<file path="config.mk">
export PLATFORM = sky130hd
export DESIGN_NAME = rmst_ctrl
export DESIGN_NICKNAME = d
export VERILOG_FILES = /design/src/hw/rtl/rmst_pkg.sv /design/src/hw/rtl/rmst_ctrl.sv
export SDC_FILE = /design/constraint.sdc
export NUM_CORES = 1
export LEC_CHECK = 0
export BUFFER_PORTS_ARGS = -buffer_cell sky130_fd_sc_hd__buf_4
export CAP_MARGIN = 30
export CORE_UTILIZATION = 40
export CTS_CLUSTER_DIAMETER = 120
export DETAILED_ROUTE_END_ITERATION = 8
export GPL_TIMING_DRIVEN = 0
export SYNTH_ARGS = -nofsm -noshare
export SYNTH_HDL_FRONTEND = slang
export SYNTH_SLANG_ARGS = --single-unit
</file>
<file path="constraint.sdc">
create_clock -name clk -period 4.2 [get_ports clk]
set_input_delay 0.42 -clock clk [delete_from_list [all_inputs] [get_ports clk]]
set_output_delay 0.42 -clock clk [all_outputs]
set_load 0.01 [all_outputs]
</file>
<file path="src/hw/rtl/rmst_pkg.sv">
// ----------------------------------------------------------------------------
// rmst_pkg
// Shared constants for the range-minimum segment tree.
// ----------------------------------------------------------------------------
package rmst_pkg;

  // Default sizing
  localparam int LEAF_COUNT_DEF = 1024;
  localparam int VALUE_BITS_DEF = 31;

  // Fixed field widths
  localparam int IDX_W  = 11;
  localparam int SIZE_W = 11;
  localparam logic [SIZE_W-1:0] SIZE_RESET = 11'd1024;

  // Opcodes
  localparam logic OP_QUERY  = 1'b0;
  localparam logic OP_UPDATE = 1'b1;

endpackage

</file>
<file path="src/hw/rtl/rmst_ctrl.sv">
// ----------------------------------------------------------------------------
// rmst_ctrl
// Sequencer for clearing, point updates and range-minimum queries.
// ----------------------------------------------------------------------------
module rmst_ctrl #(
  parameter int LEAF_COUNT = 1024,
  parameter int VALUE_BITS = 31,
  localparam int DEPTH = 4 * LEAF_COUNT,
  localparam int AW    = $clog2(DEPTH)
) (
  input  logic                      clk,
  input  logic                      rst_n,
  input  logic                      in_valid,
  output logic                      in_ready,
  input  logic                      in_opcode,
  input  logic [rmst_pkg::IDX_W-1:0] in_first_index,
  input  logic [rmst_pkg::IDX_W-1:0] in_second_index,
  input  logic [VALUE_BITS-1:0]     in_new_value,
  output logic                      out_valid,
  input  logic                      out_ready,
  output logic [VALUE_BITS-1:0]     out_min_value,
  output logic                      out_found,
  input  logic                      cfg_we,
  input  logic [rmst_pkg::SIZE_W-1:0] cfg_wdata,
  output logic                      wr_en,
  output logic [AW-1:0]             wr_addr,
  output logic [VALUE_BITS-1:0]     wr_data,
  output logic [AW-1:0]             rd_addr,
  input  logic [VALUE_BITS-1:0]     rd_data_r
);

  localparam int PW0 = $clog2(LEAF_COUNT + 1);
  localparam int PW  = (PW0 > rmst_pkg::IDX_W) ? PW0 : rmst_pkg::IDX_W;
  localparam int SD  = $clog2(LEAF_COUNT) + 2;
  localparam int SIW = $clog2(SD);
  localparam int SPW = $clog2(SD + 1);

  localparam logic [2:0] ST_CLR   = 3'd0;
  localparam logic [2:0] ST_IDLE  = 3'd1;
  localparam logic [2:0] ST_QVIS  = 3'd2;
  localparam logic [2:0] ST_QWAIT = 3'd3;
  localparam logic [2:0] ST_QDONE = 3'd4;
  localparam logic [2:0] ST_UDN   = 3'd5;
  localparam logic [2:0] ST_UWAIT = 3'd6;

  localparam logic [AW-1:0] ROOT = AW'(1);
  localparam logic [AW-1:0] LAST = AW'(DEPTH - 1);
  localparam logic [VALUE_BITS-1:0] VMAX = '1;

  logic [2:0]            st_r, st_nxt;
  logic [AW-1:0]         clr_r, clr_nxt;
  logic [rmst_pkg::SIZE_W-1:0] size_r;
  logic [AW-1:0]         node_r, node_nxt;
  logic [PW-1:0]         lo_r, lo_nxt, hi_r, hi_nxt;
  logic [PW-1:0]         a_r, a_nxt, b_r, b_nxt;
  logic [VALUE_BITS-1:0] val_r, val_nxt, acc_r, acc_nxt;
  logic                  fnd_r, fnd_nxt;
  logic [SPW-1:0]        sp_r, sp_nxt;
  logic [AW-1:0]         stk_node_r [SD];
  logic [PW-1:0]         stk_lo_r [SD];
  logic [PW-1:0]         stk_hi_r [SD];
  logic                  push;
  logic [AW-1:0]         push_node;
  logic [PW-1:0]         push_lo, push_hi;
  logic                  out_valid_r, out_valid_nxt;
  logic [VALUE_BITS-1:0] out_min_r, out_min_nxt;
  logic                  out_found_r, out_found_nxt;

  logic [PW-1:0]         n_eff, in_a, in_b;
  logic [PW:0]           sum;
  logic [PW-1:0]         mid;
  logic [SPW-1:0]        sp_m1;
  logic [AW-1:0]         child_l, parent;
  logic [VALUE_BITS-1:0] up_min;

  // Clamp the configured count to the tree size
  always_comb begin
    if (PW'(size_r) > PW'(LEAF_COUNT)) begin
      n_eff = PW'(LEAF_COUNT);
    end else begin
      n_eff = PW'(size_r);
    end
  end

  assign in_a    = PW'(in_first_index);
  assign in_b    = PW'(in_second_index);
  assign sum     = {1'b0, lo_r} + {1'b0, hi_r};
  assign mid     = sum[PW:1];
  assign sp_m1   = sp_r - SPW'(1);
  assign child_l = {node_r[AW-2:0], 1'b0};
  assign parent  = node_r >> 1;
  assign up_min  = (rd_data_r < val_r) ? rd_data_r : val_r;

  assign in_ready      = (st_r == ST_IDLE);
  assign out_valid     = out_valid_r;
  assign out_min_value = out_min_r;
  assign out_found     = out_found_r;

  always_comb begin
    st_nxt        = st_r;
    clr_nxt       = clr_r;
    node_nxt      = node_r;
    lo_nxt        = lo_r;
    hi_nxt        = hi_r;
    a_nxt         = a_r;
    b_nxt         = b_r;
    val_nxt       = val_r;
    acc_nxt       = acc_r;
    fnd_nxt       = fnd_r;
    sp_nxt        = sp_r;
    push          = 1'b0;
    push_node     = child_l | ROOT;
    push_lo       = mid + PW'(1);
    push_hi       = hi_r;
    wr_en         = 1'b0;
    wr_addr       = node_r;
    wr_data       = val_r;
    rd_addr       = node_r;
    out_valid_nxt = out_valid_r & ~out_ready;
    out_min_nxt   = out_min_r;
    out_found_nxt = out_found_r;

    unique case (st_r)
      // Sweep the store to the maximum value
      ST_CLR: begin
        wr_en   = 1'b1;
        wr_addr = clr_r;
        wr_data = VMAX;
        clr_nxt = clr_r + AW'(1);
        if (clr_r == LAST) begin
          st_nxt = ST_IDLE;
        end
      end
      // Take a request
      ST_IDLE: begin
        if (in_valid) begin
          node_nxt = ROOT;
          lo_nxt   = PW'(1);
          hi_nxt   = n_eff;
          a_nxt    = in_a;
          b_nxt    = in_b;
          val_nxt  = in_new_value;
          fnd_nxt  = 1'b0;
          sp_nxt   = '0;
          if (in_opcode == rmst_pkg::OP_QUERY) begin
            if (n_eff == '0 || in_a > in_b) begin
              st_nxt = ST_QDONE;
            end else begin
              st_nxt = ST_QVIS;
            end
          end else if (n_eff != '0 && in_a != '0 && in_a <= n_eff) begin
            st_nxt = ST_UDN;
          end
        end
      end
      // Visit one node of the query walk
      ST_QVIS: begin
        if (b_r < lo_r || a_r > hi_r) begin
          if (sp_r == '0) begin
            st_nxt = ST_QDONE;
          end else begin
            node_nxt = stk_node_r[sp_m1[SIW-1:0]];
            lo_nxt   = stk_lo_r[sp_m1[SIW-1:0]];
            hi_nxt   = stk_hi_r[sp_m1[SIW-1:0]];
            sp_nxt   = sp_m1;
          end
        end else if (a_r <= lo_r && b_r >= hi_r) begin
          st_nxt = ST_QWAIT;
        end else begin
          push     = 1'b1;
          sp_nxt   = sp_r + SPW'(1);
          node_nxt = child_l;
          hi_nxt   = mid;
        end
      end
      // Fold the node value, then pop
      ST_QWAIT: begin
        acc_nxt = (fnd_r && acc_r < rd_data_r) ? acc_r : rd_data_r;
        fnd_nxt = 1'b1;
        if (sp_r == '0) begin
          st_nxt = ST_QDONE;
        end else begin
          node_nxt = stk_node_r[sp_m1[SIW-1:0]];
          lo_nxt   = stk_lo_r[sp_m1[SIW-1:0]];
          hi_nxt   = stk_hi_r[sp_m1[SIW-1:0]];
          sp_nxt   = sp_m1;
          st_nxt   = ST_QVIS;
        end
      end
      // Hand the result to the output register
      ST_QDONE: begin
        if (!out_valid_r || out_ready) begin
          out_valid_nxt = 1'b1;
          out_min_nxt   = fnd_r ? acc_r : '0;
          out_found_nxt = fnd_r;
          st_nxt        = ST_IDLE;
        end
      end
      // Descend to the leaf, then write it
      ST_UDN: begin
        if (lo_r == hi_r) begin
          wr_en = 1'b1;
          if (node_r == ROOT) begin
            st_nxt = ST_IDLE;
          end else begin
            rd_addr = node_r ^ ROOT;
            st_nxt  = ST_UWAIT;
          end
        end else if (a_r <= mid) begin
          node_nxt = child_l;
          hi_nxt   = mid;
        end else begin
          node_nxt = child_l | ROOT;
          lo_nxt   = mid + PW'(1);
        end
      end
      // Climb: parent gets min of carried value and sibling
      ST_UWAIT: begin
        wr_en    = 1'b1;
        wr_addr  = parent;
        wr_data  = up_min;
        val_nxt  = up_min;
        node_nxt = parent;
        rd_addr  = parent ^ ROOT;
        if (parent == ROOT) begin
          st_nxt = ST_IDLE;
        end
      end
      default: begin
        st_nxt = ST_IDLE;
      end
    endcase
  end

  // Control state
  always_ff @(posedge clk) begin
    if (!rst_n) begin
      st_r        <= ST_CLR;
      clr_r       <= '0;
      sp_r        <= '0;
      out_valid_r <= 1'b0;
      size_r      <= rmst_pkg::SIZE_RESET;
    end else begin
      st_r        <= st_nxt;
      clr_r       <= clr_nxt;
      sp_r        <= sp_nxt;
      out_valid_r <= out_valid_nxt;
      if (cfg_we) begin
        size_r <= cfg_wdata;
      end
    end
  end

  // Payload and walk stack
  always_ff @(posedge clk) begin
    node_r      <= node_nxt;
    lo_r        <= lo_nxt;
    hi_r        <= hi_nxt;
    a_r         <= a_nxt;
    b_r         <= b_nxt;
    val_r       <= val_nxt;
    acc_r       <= acc_nxt;
    fnd_r       <= fnd_nxt;
    out_min_r   <= out_min_nxt;
    out_found_r <= out_found_nxt;
    if (push) begin
      stk_node_r[sp_r[SIW-1:0]] <= push_node;
      stk_lo_r[sp_r[SIW-1:0]]   <= push_lo;
      stk_hi_r[sp_r[SIW-1:0]]   <= push_hi;
    end
  end

endmodule

</file>
==> results of run 1 <==
==> layout make-up <==
| cell class | instances | area, sq um | share of cell area, % |
|---|---|---|---|
| multi-input combinational | 1203 | 10100 | 29.9 |
| antenna | 1 | 2.50 | 0.00736 |
| tap | 931 | 1160 | 3.43 |
| buffer | 98 | 464 | 1.37 |
| sequential | 578 | 17000 | 50.2 |
| clock buffer | 75 | 1570 | 4.61 |
| clock inverter | 31 | 345 | 1.02 |
| inverter | 118 | 443 | 1.30 |
| timing repair buffer | 316 | 2810 | 8.25 |
==> metrics by stage <==
stage,hold WS (ns),setup TNS (ns)
detailed placement,0.483,-209.47
finish,0.0176,0
floorplan,0.475,-7.60
global route,0.00396,-0.384
global placement,0.474,-940.42
CTS,0.000494,0
==> per-layer routing <==
metal / vias up / share of wire, %
met3: 145 / 8.8
li1: 8481 / -
met4: 0 / 3.2
met2: 823 / 47
met1: 9569 / 41
met5: - / 0
==> cells in the final DEF (no fill, tap or decap), types with 9 or more instances in the layout <==
cell type      instances
edfxtp_1             547
buf_4                239
ha_1                 149
nand2_1              125
inv_1                117
a21oi_1              116
mux4_2                99
nor2_1                91
nor3_1                75
clkbuf_1              64
nand3_1               61
clkbuf_16             60
dlygate4sd3_1         60
o21ai_0               46
mux2i_1               45
a211o_1               37
and2_1                35
nand3b_1              33
dfxtp_1               31
a211oi_1              25
a21o_1                21
nand4_1               19
buf_12                17
o211ai_1              16
clkinv_1              16
a22oi_1               15
nor2b_1               14
xnor2_1               12
clkbuf_2              12
xor2_1                11
nand2b_1              11
nor4_1                11
buf_1                 10
and3_1                10
buf_2                  9
clkbuf_4               9
nor2_4                 9
==> sequential cells by signal, indices dropped and copies added (netlist names), 4 cells and up <==
register and cells:
sp_r 4, lo_r 11, acc_r 31, size_r 11, node_r 12, stk_lo_r 132, clr_r 12, a_r 11
stk_node_r 132, hi_r 11, val_r 31, stk_hi_r 132, out_min_value 31, b_r 11
==> power groups by stage <==
stage | clock [mW] | sequential (mW) | combinational [mW]
6_report | 5.21 | 7.67 | 5.38
5_1_grt | 5.47 | 7.70 | 5.77
4_1_cts | 5.28 | 7.73 | 4.93
3_5_place_dp | 0 | 7.95 | 4.49
3_3_place_gp | 0 | 7.95 | 4.26
2_1_floorplan | 0 | 7.76 | 2.59
==> cells by family after synthesis <==
family	share of synthesized area (%)
buffers and inverters	3.03
AND/OR/NAND/NOR	9.44
flip-flops	61.5
XOR/XNOR	0.943
multiplexers	9.71
adder cells (fa/ha/maj)	6.97
AO/OA/AOI/OAI	8.43
==> final timing paths <==
check | slack (ns) | cells past startpoint | to
max | 0.06 | 14 | lo_r[8]$_DFFE_PP_
min | 0.02 | 1 | a_r[2]$_DFFE_PP_
max reg2reg | 0.06 | 14 | lo_r[8]$_DFFE_PP_
min reg2reg | 0.49 | 2 | out_valid$_SDFF_PN0_
==> worst max-delay path, cell delays in order, from the launching register on <==
cell and delay (ns):
edfxtp_1 0.52, ha_4 0.30, a211o_1 0.32, a211o_1 0.36, a211o_4 0.36, a31o_4 0.25, xnor2_4 0.14, ha_4 0.29
nand3_4 0.08, o21bai_4 0.18, a21oi_2 0.12, maj3_2 0.23, a21oi_4 0.07, a221oi_4 0.41, clkbuf_16 0.22
==> repair_timing <==
| action | in CTS | in global routing |
|---|---|---|
| setup buffers | 31 | 9 |
| gates resized for setup | 46 | 39 |
| hold buffers | 60 | 0 |
| cloned | 0 | 1 |
| pin swaps | 12 | 13 |
| endpoints found under the hold margin | 60 | 0 |
| endpoints found under the setup margin | 493 | 434 |
==> metrics.yaml, run 1 <==
max_freq_mhz: 242
synth_top_area_share_pct: 59.2
core_region_area_sq_mm: 0.0686
h-tree-depth: 2
irDropWorstVdd_mv: 0.410
fin_cells: 3351
clk_pin_slew_ns: 0.07
hold_violations: 0
antenna_found_initial: 0
place_inst: 3140
syn2layout_area_growth_pct: 22.6
grt_util_met3_pct: 5.38
clock_sinks: 578
avgSynthCellArea_sq_um: 13.9
synthTopCellsByArea: "edfxtp_1 (59%), mux4_2 (8.0%), ha_1 (6.9%)"
setup_violations: 0
drt_iter0_drc: 1767
netlist_top_cells_count: "edfxtp_1 (547), ha_1 (152), nand2_1 (126)"
drv_slew: 0
relSlewSlack_pct: 28.4
status: "complete, no violations"
clockPowerShare_pct: 28.5
rsz0062_at_grt: "yes"
globalRouteOverflowTotal: 0
dr.pass1.iters: 5
hp-start: "in_first_index[2]"
ios: 191
met2_usage_pct: 36.8
wire_per_inst_um: 24.4
yosysMostFrequentCell: "edfxtp_1"
syn_nets: 2253
gp_congestion: 0.917
final.min_clock_period_ns: 4.14
critPathLaunchType: "flop"
crit_type: "reg2reg"
cp-end-kind: "flop"
viasPerCell: 5.68
grt_pass1_wl_um: 120000
hpwl_um: 57300
fin_area_sq_mm: 0.0340
p_leak_nw: 12.5
num_vias: 19018
synth-warning-count: 0
timing.rr.start: "hi_r[1]$_DFFE_PP_"
top_usage_layer: "met2"
dieArea_sq_mm: 0.0704
clk_latency_ns: 0.66
syn-cell-area_sq_mm: 0.0277
ys_seq_area_share_pct: 61.5
initial_core_util_pct: 40.4
period_share_pct: 98.5
rows: 96
drc: 0
dpl_cell_area_sq_mm: 0.0308
fin_util_pct: 49.6
pwr-share-comb_pct: 29.5
synthFlopType: "edfxtp_1"
timing.final.ws_setup_ns: 0.0614
drive_gt1_share_pct: 21.8
maxCapViolations: 0
max-clock-path-buffers: 3
cp_data_required_time_ns: 4.58
postRouteAntennaNets: 0
synth_edf_count: 547
synthCells: 1999
place_ws_ns: -1.81
layout.nets: 2628
grt_util_all_layers_pct: 23.0
cts_root_buffer: "clkbuf_16"
internal-power_mw: 12.3
finalClockSkew_ns: 0.0465
worst_pin_slew_ns: 1.07
die_x_um: 265
holdCritPathClass: "in2reg"
portBuffers: 189
power.density_mw_per_mm2: 537
switchingPower_mw: 5.93
p_sw_share_pct: 32.5
grt_start_max_net_pins: 32
yosysTopAreaCell: "edfxtp_1"
grt_pass1_vias: 19239
synth-async-reset-ratio_pct: 0
p_total_mw: 18.3
seq_power_share_pct: 42.0
cts_tree: "built"
crit_start: "hi_r[1]$_DFFE_PP_"
wirelength_um: 81700
cp_max_fo: 5
cts_buffers: 59
fillers: 5937
fp.dieH_um: 265
grt_util_met1_pct: 30.9
crit_arrival_ns: 4.52
synth-seq-cells: 578
ys_types: 77
(Power assumes the default switching activity.)
==> inputs of run 2 (changes only) <==
Settings changed: CORE_MARGIN from default to 5.
==> run 2 against run 1 <==
  * Via count is essentially flat
  * Power grew 2.4%
  * Design area grew 0.78%
  * Clock power grew 7.3%
  * Die area grew 6.1%
  * Count of clock-buffer cells in the layout grew 4
  * Critical path type unchanged
  * Maximum frequency shrank 0.38%
  * Setup slack lost 0.016 ns
  * Clock skew grew 0.016 ns
  * Largest cell class unchanged
==> metrics.yaml, run 2 (synthesis gave the netlist of run 1 again) <==
power.density_mw_per_mm2: 546
p_leak_nw: 12.6
crit_type: "reg2reg"
die_x_um: 273
fp.dieH_um: 273
finalSetupTns_ns: 0
grt_start_max_net_pins: 32
globalRouteOverflowTotal: 0
max_stage_delay_ns: 0.54
place_ws_ns: -1.81
cp-end-kind: "flop"
hold_violations: 0
clockPowerShare_pct: 29.9
ios: 191
worst_pin_slew_ns: 1.03
maxCapViolations: 0
antenna_found_initial: 1
portBuffers: 189
dr.pass1.iters: 8
met2_usage_pct: 34.9
drive_gt1_share_pct: 22.4
syn2layout_area_growth_pct: 23.5
dpl_cell_area_sq_mm: 0.0308
fin_util_pct: 49.9
crit_start: "hi_r[1]$_DFFE_PP_"
hpwl_um: 56900
holdCritPathClass: "in2reg"
grt_util_met3_pct: 4.49
layout.nets: 2636
max_freq_mhz: 241
worst-path-buf-inv: 1
h-tree-depth: 2
wire_per_inst_um: 24.4
drv_slew: 0
hold_ws_ns: 0.0318
viasPerCell: 5.65
path_cells: "ha_4 -> a211o_1 -> a211o_1 -> a211o_4 -> a31o_4 -> xnor2_4 -> ha_4 -> nand3_4 -> o21bai_4 -> a21oi_2 -> maj3_2 -> a21oi_4 -> a221oi_4 -> clkbuf_16"
gp_congestion: 0.905
final_common_cell: "edfxtp_1"
clk_pin_slew_ns: 0.06
critPathLaunchType: "flop"
p_sw_share_pct: 32.1
crit_arrival_ns: 4.53
timing.final.ws_setup_ns: 0.0456
timing.rr.start: "hi_r[1]$_DFFE_PP_"
dieArea_sq_mm: 0.0747
cts_root_buffer: "clkbuf_16"
fillers: 5936
clk_latency_ns: 0.66
most-common-layout-cells: "edfxtp_1 (547), buf_4 (239), ha_1 (149)"
drc: 0
internal-power_mw: 12.7
initial_core_util_pct: 40.4
seq_power_share_pct: 41.0
irDropWorstVdd_mv: 0.492
drt_iter0_drc: 1971
cp_max_fo: 5
grt_util_met1_pct: 29.3
wirelength_um: 81900
relSlewSlack_pct: 31.4
cp_data_required_time_ns: 4.58
num_vias: 19016
clock_sinks: 578
top_usage_layer: "met2"
status: "complete, no violations"
rsz0062_at_grt: "yes"
rows: 96
grt_util_all_layers_pct: 21.3
finalClockSkew_ns: 0.0625
setup_violations: 0
core_region_area_sq_mm: 0.0687
grt_pass1_vias: 19119
worst_path_max_delay_cell: "edfxtp_1"
grt_pass1_wl_um: 121000
max-clock-path-buffers: 3
switchingPower_mw: 6.00
pwr-share-comb_pct: 29.1
period_share_pct: 98.9
cp_top_family: "compound AO/OA/AOI/OAI gates"
hp-start: "cfg_wdata[1]"
postRouteAntennaNets: 0
cts_buffers: 59
final.min_clock_period_ns: 4.15
cts_tree: "built"
fin_area_sq_mm: 0.0343
run 2: power groups by stage:
stage	registers [mW]	logic (mW)	clock network (mW)
3_5_place_dp	7.96	4.48	0
4_1_cts	7.69	4.98	5.65
2_1_floorplan	7.76	2.59	0
6_report	7.67	5.45	5.59
3_3_place_gp	7.95	4.26	0
5_1_grt	7.69	5.84	5.91
run 2: per-layer routing:
| metal | vias to the layer above | share of wire, % |
|---|---|---|
| met5 | - | 0 |
| met4 | 0 | 2.5 |
| met3 | 127 | 8.0 |
| met2 | 746 | 47 |
| met1 | 9629 | 42 |
| li1 | 8514 | - |
run 2: what timing repair did:
item,CTS,global route
hold buffers,63,0
cloned,0,1
gates resized for setup,44,34
hold endpoints to repair,63,0
pin swaps,12,14
setup buffers,33,9
endpoints found under the setup margin,498,405
run 2: worst min-delay path: cells and delay by family:
kind	cells	cell delay (ns)
buffers and inverters	1	0.08
muxes	1	0.07
and+or+nand+nor	1	0.09
run 2: area by class of cell:
cell class,instances,area (sq um),share of cell area [%]
clock inverter,32,445,1.30
antenna,1,2.50,0.00731
buffer,99,467,1.36
inverter,118,443,1.29
tap,931,1160,3.40
timing repair buffer,323,2890,8.42
clock buffer,79,1650,4.80
sequential,578,17000,49.8
multi-input combinational,1203,10200,29.6
run 2: final timing paths:
path,endpoint,slack (ns),cells past startpoint
hold / removal,size_r[1]$_SDFFE_PN0P_,0.03,3
setup reg to reg,lo_r[10]$_DFFE_PP_,0.05,14
hold reg to reg,out_valid$_SDFF_PN0_,0.48,2
setup / recovery,lo_r[10]$_DFFE_PP_,0.05,14
run 2: through the flow:
step / cells / total power, mW
2_1_floorplan: 1999 / 10.3
3_3_place_gp: 3119 / 12.2
3_5_place_dp: 3141 / 12.4
4_1_cts: 3348 / 18.3
5_1_grt: 3363 / 19.4
6_report: 3364 / 18.7
==> inputs of run 3 (changes only) <==
Settings changed: CTS_BUF_LIST from default to sky130_fd_sc_hd__clkbuf_4 sky130_fd_sc_hd__clkbuf_8.
==> run 3 against run 2 <==
  * Clock skew rose by 0.011 ns
  * Wire length grew 0.98%
  * Register-to-register slack about the same
  * Combinational power is 1% lower
  * Utilization barely moved
  * Flip-flop and latch count did not move
  * Sequential power is essentially flat
  * Largest cell class unchanged
  * Largest power group unchanged
==> metrics.yaml, run 3 (synthesis gave the netlist of run 1 again) <==
wirelength_um: 82700
clk_pin_slew_ns: 0.08
grt_util_all_layers_pct: 21.7
cts_tree: "built"
hpwl_um: 56900
hp-start: "in_new_value[26]"
crit_type: "reg2reg"
r2r_end: "lo_r[8]$_DFFE_PP_"
power.density_mw_per_mm2: 527
maxCapViolations: 0
cp-end-kind: "flop"
core_region_area_sq_mm: 0.0687
final.min_clock_period_ns: 4.14
postRouteAntennaNets: 0
portBuffers: 189
clock_sinks: 578
layout.nets: 2690
critPathLaunchType: "flop"
drive_gt1_share_pct: 24.1
period_share_pct: 98.6
dieArea_sq_mm: 0.0747
timing.rr.start: "hi_r[1]$_DFFE_PP_"
finalClockSkew_ns: 0.0735
hold_violations: 0
grt_pass1_vias: 19754
critPathCapture: "lo_r[8]$_DFFE_PP_"
holdCritPathClass: "in2reg"
fin_util_pct: 49.9
irDropWorstVdd_mv: 0.425
grt_pass1_wl_um: 123000
crit_start: "hi_r[1]$_DFFE_PP_"
ios: 191
syn2layout_area_growth_pct: 23.7
dr.pass1.iters: 6
max_freq_mhz: 241
h-tree-depth: 3
drt_iter0_drc: 1737
p_total_mw: 18.1
gp_congestion: 0.905
most-common-layout-cells: "edfxtp_1 (547), buf_4 (238), ha_1 (149)"
final_common_cell: "edfxtp_1"
fin_area_sq_mm: 0.0343
cp_data_required_time_ns: 4.62
viasPerCell: 5.62
worst_pin_slew_ns: 1.02
num_vias: 19341
drv_slew: 0
fp.dieH_um: 273
cts_root_buffer: "clkbuf_8"
cts_buffers: 94
antenna_found_initial: 2
rr_worst_depth: 14
rows: 96
clk_latency_ns: 0.72
hold_ws_ns: 0.0359
globalRouteOverflowTotal: 0
grt_start_max_net_pins: 32
initial_core_util_pct: 40.4
max-clock-path-buffers: 3
cp_max_fo: 5
drc: 0
status: "complete, no violations"
place_ws_ns: -1.81
die_x_um: 273
dpl_cell_area_sq_mm: 0.0308
timing.final.ws_setup_ns: 0.0569
reg2reg_slack_ns: 0.06
setup_violations: 0
p_leak_nw: 12.7
relSlewSlack_pct: 31.7
wire_per_inst_um: 24.0
crit_arrival_ns: 4.57
## run 3: cell type report
cell class	instances	area [sq um]
fill	5946	34400
sequential	578	17000
multi-input combinational	1203	10100
timing repair buffer	342	3070
clock buffer	135	1650
tap	931	1160
buffer	99	487
inverter	118	443
clock inverter	35	265
antenna	3	7.51
## run 3: worst min path at each step
stage | end | slack, ns | cells past startpoint
6_report | val_r[26]$_DFFE_PP_ | 0.04 | 3
5_1_grt | val_r[0]$_DFFE_PP_ | 0.03 | 3
4_1_cts | val_r[26]$_DFFE_PP_ | 0.001 | 3
3_5_place_dp | out_valid$_SDFF_PN0_ | 0.48 | 2
3_3_place_gp | out_valid$_SDFF_PN0_ | 0.48 | 2
2_1_floorplan | size_r[0]$_SDFFE_PN0P_ | 0.48 | 2
## run 3: power breakdown
| group | switching, mW | internal (mW) | total [mW] |
|---|---|---|---|
| Combinational | 3.38 | 2.01 | 5.39 |
| Sequential | 0.282 | 7.39 | 7.68 |
| Clock | 2.32 | 2.68 | 5.01 |
| Total | 5.99 | 12.1 | 18.1 |
## run 3: layer usage
layer  up-vias  GRT usage (%)  wire (um)
met4         0           6.39       2310
li1       8630              -          -
met3       164           5.46       6820
met2       817           35.4      39200
met5         -              0          0
met1      9730           28.8      34400
## run 3: critical path: stages, from the launching register on
cell	delay [ns]
edfxtp_1	0.53
ha_4	0.28
a211o_1	0.26
a211o_1	0.32
a211o_4	0.35
a31o_4	0.27
xnor2_4	0.15
ha_4	0.29
nand3_2	0.09
o21bai_4	0.18
a21oi_2	0.15
maj3_2	0.24
a21oi_4	0.09
a221oi_4	0.42
clkbuf_16	0.22
## run 3: repair_timing
action / in CTS / in global routing
gates resized for setup: 52 / 32
hold endpoints to repair: 82 / 0
pin swaps: 12 / 5
hold buffers: 84 / 0
endpoints found under the setup margin: 496 / 369
cloned: 0 / 1
setup buffers: 32 / 9
## run 3: metrics by stage
| step | setup TNS (ns) | std cells |
|---|---|---|
| global route | -0.206 | 3442 |
| finish | 0 | 3444 |
| floorplan | -7.60 | 1999 |
| detailed placement | -235.38 | 3141 |
| CTS | 0 | 3427 |
| global placement | -946.52 | 3119 |
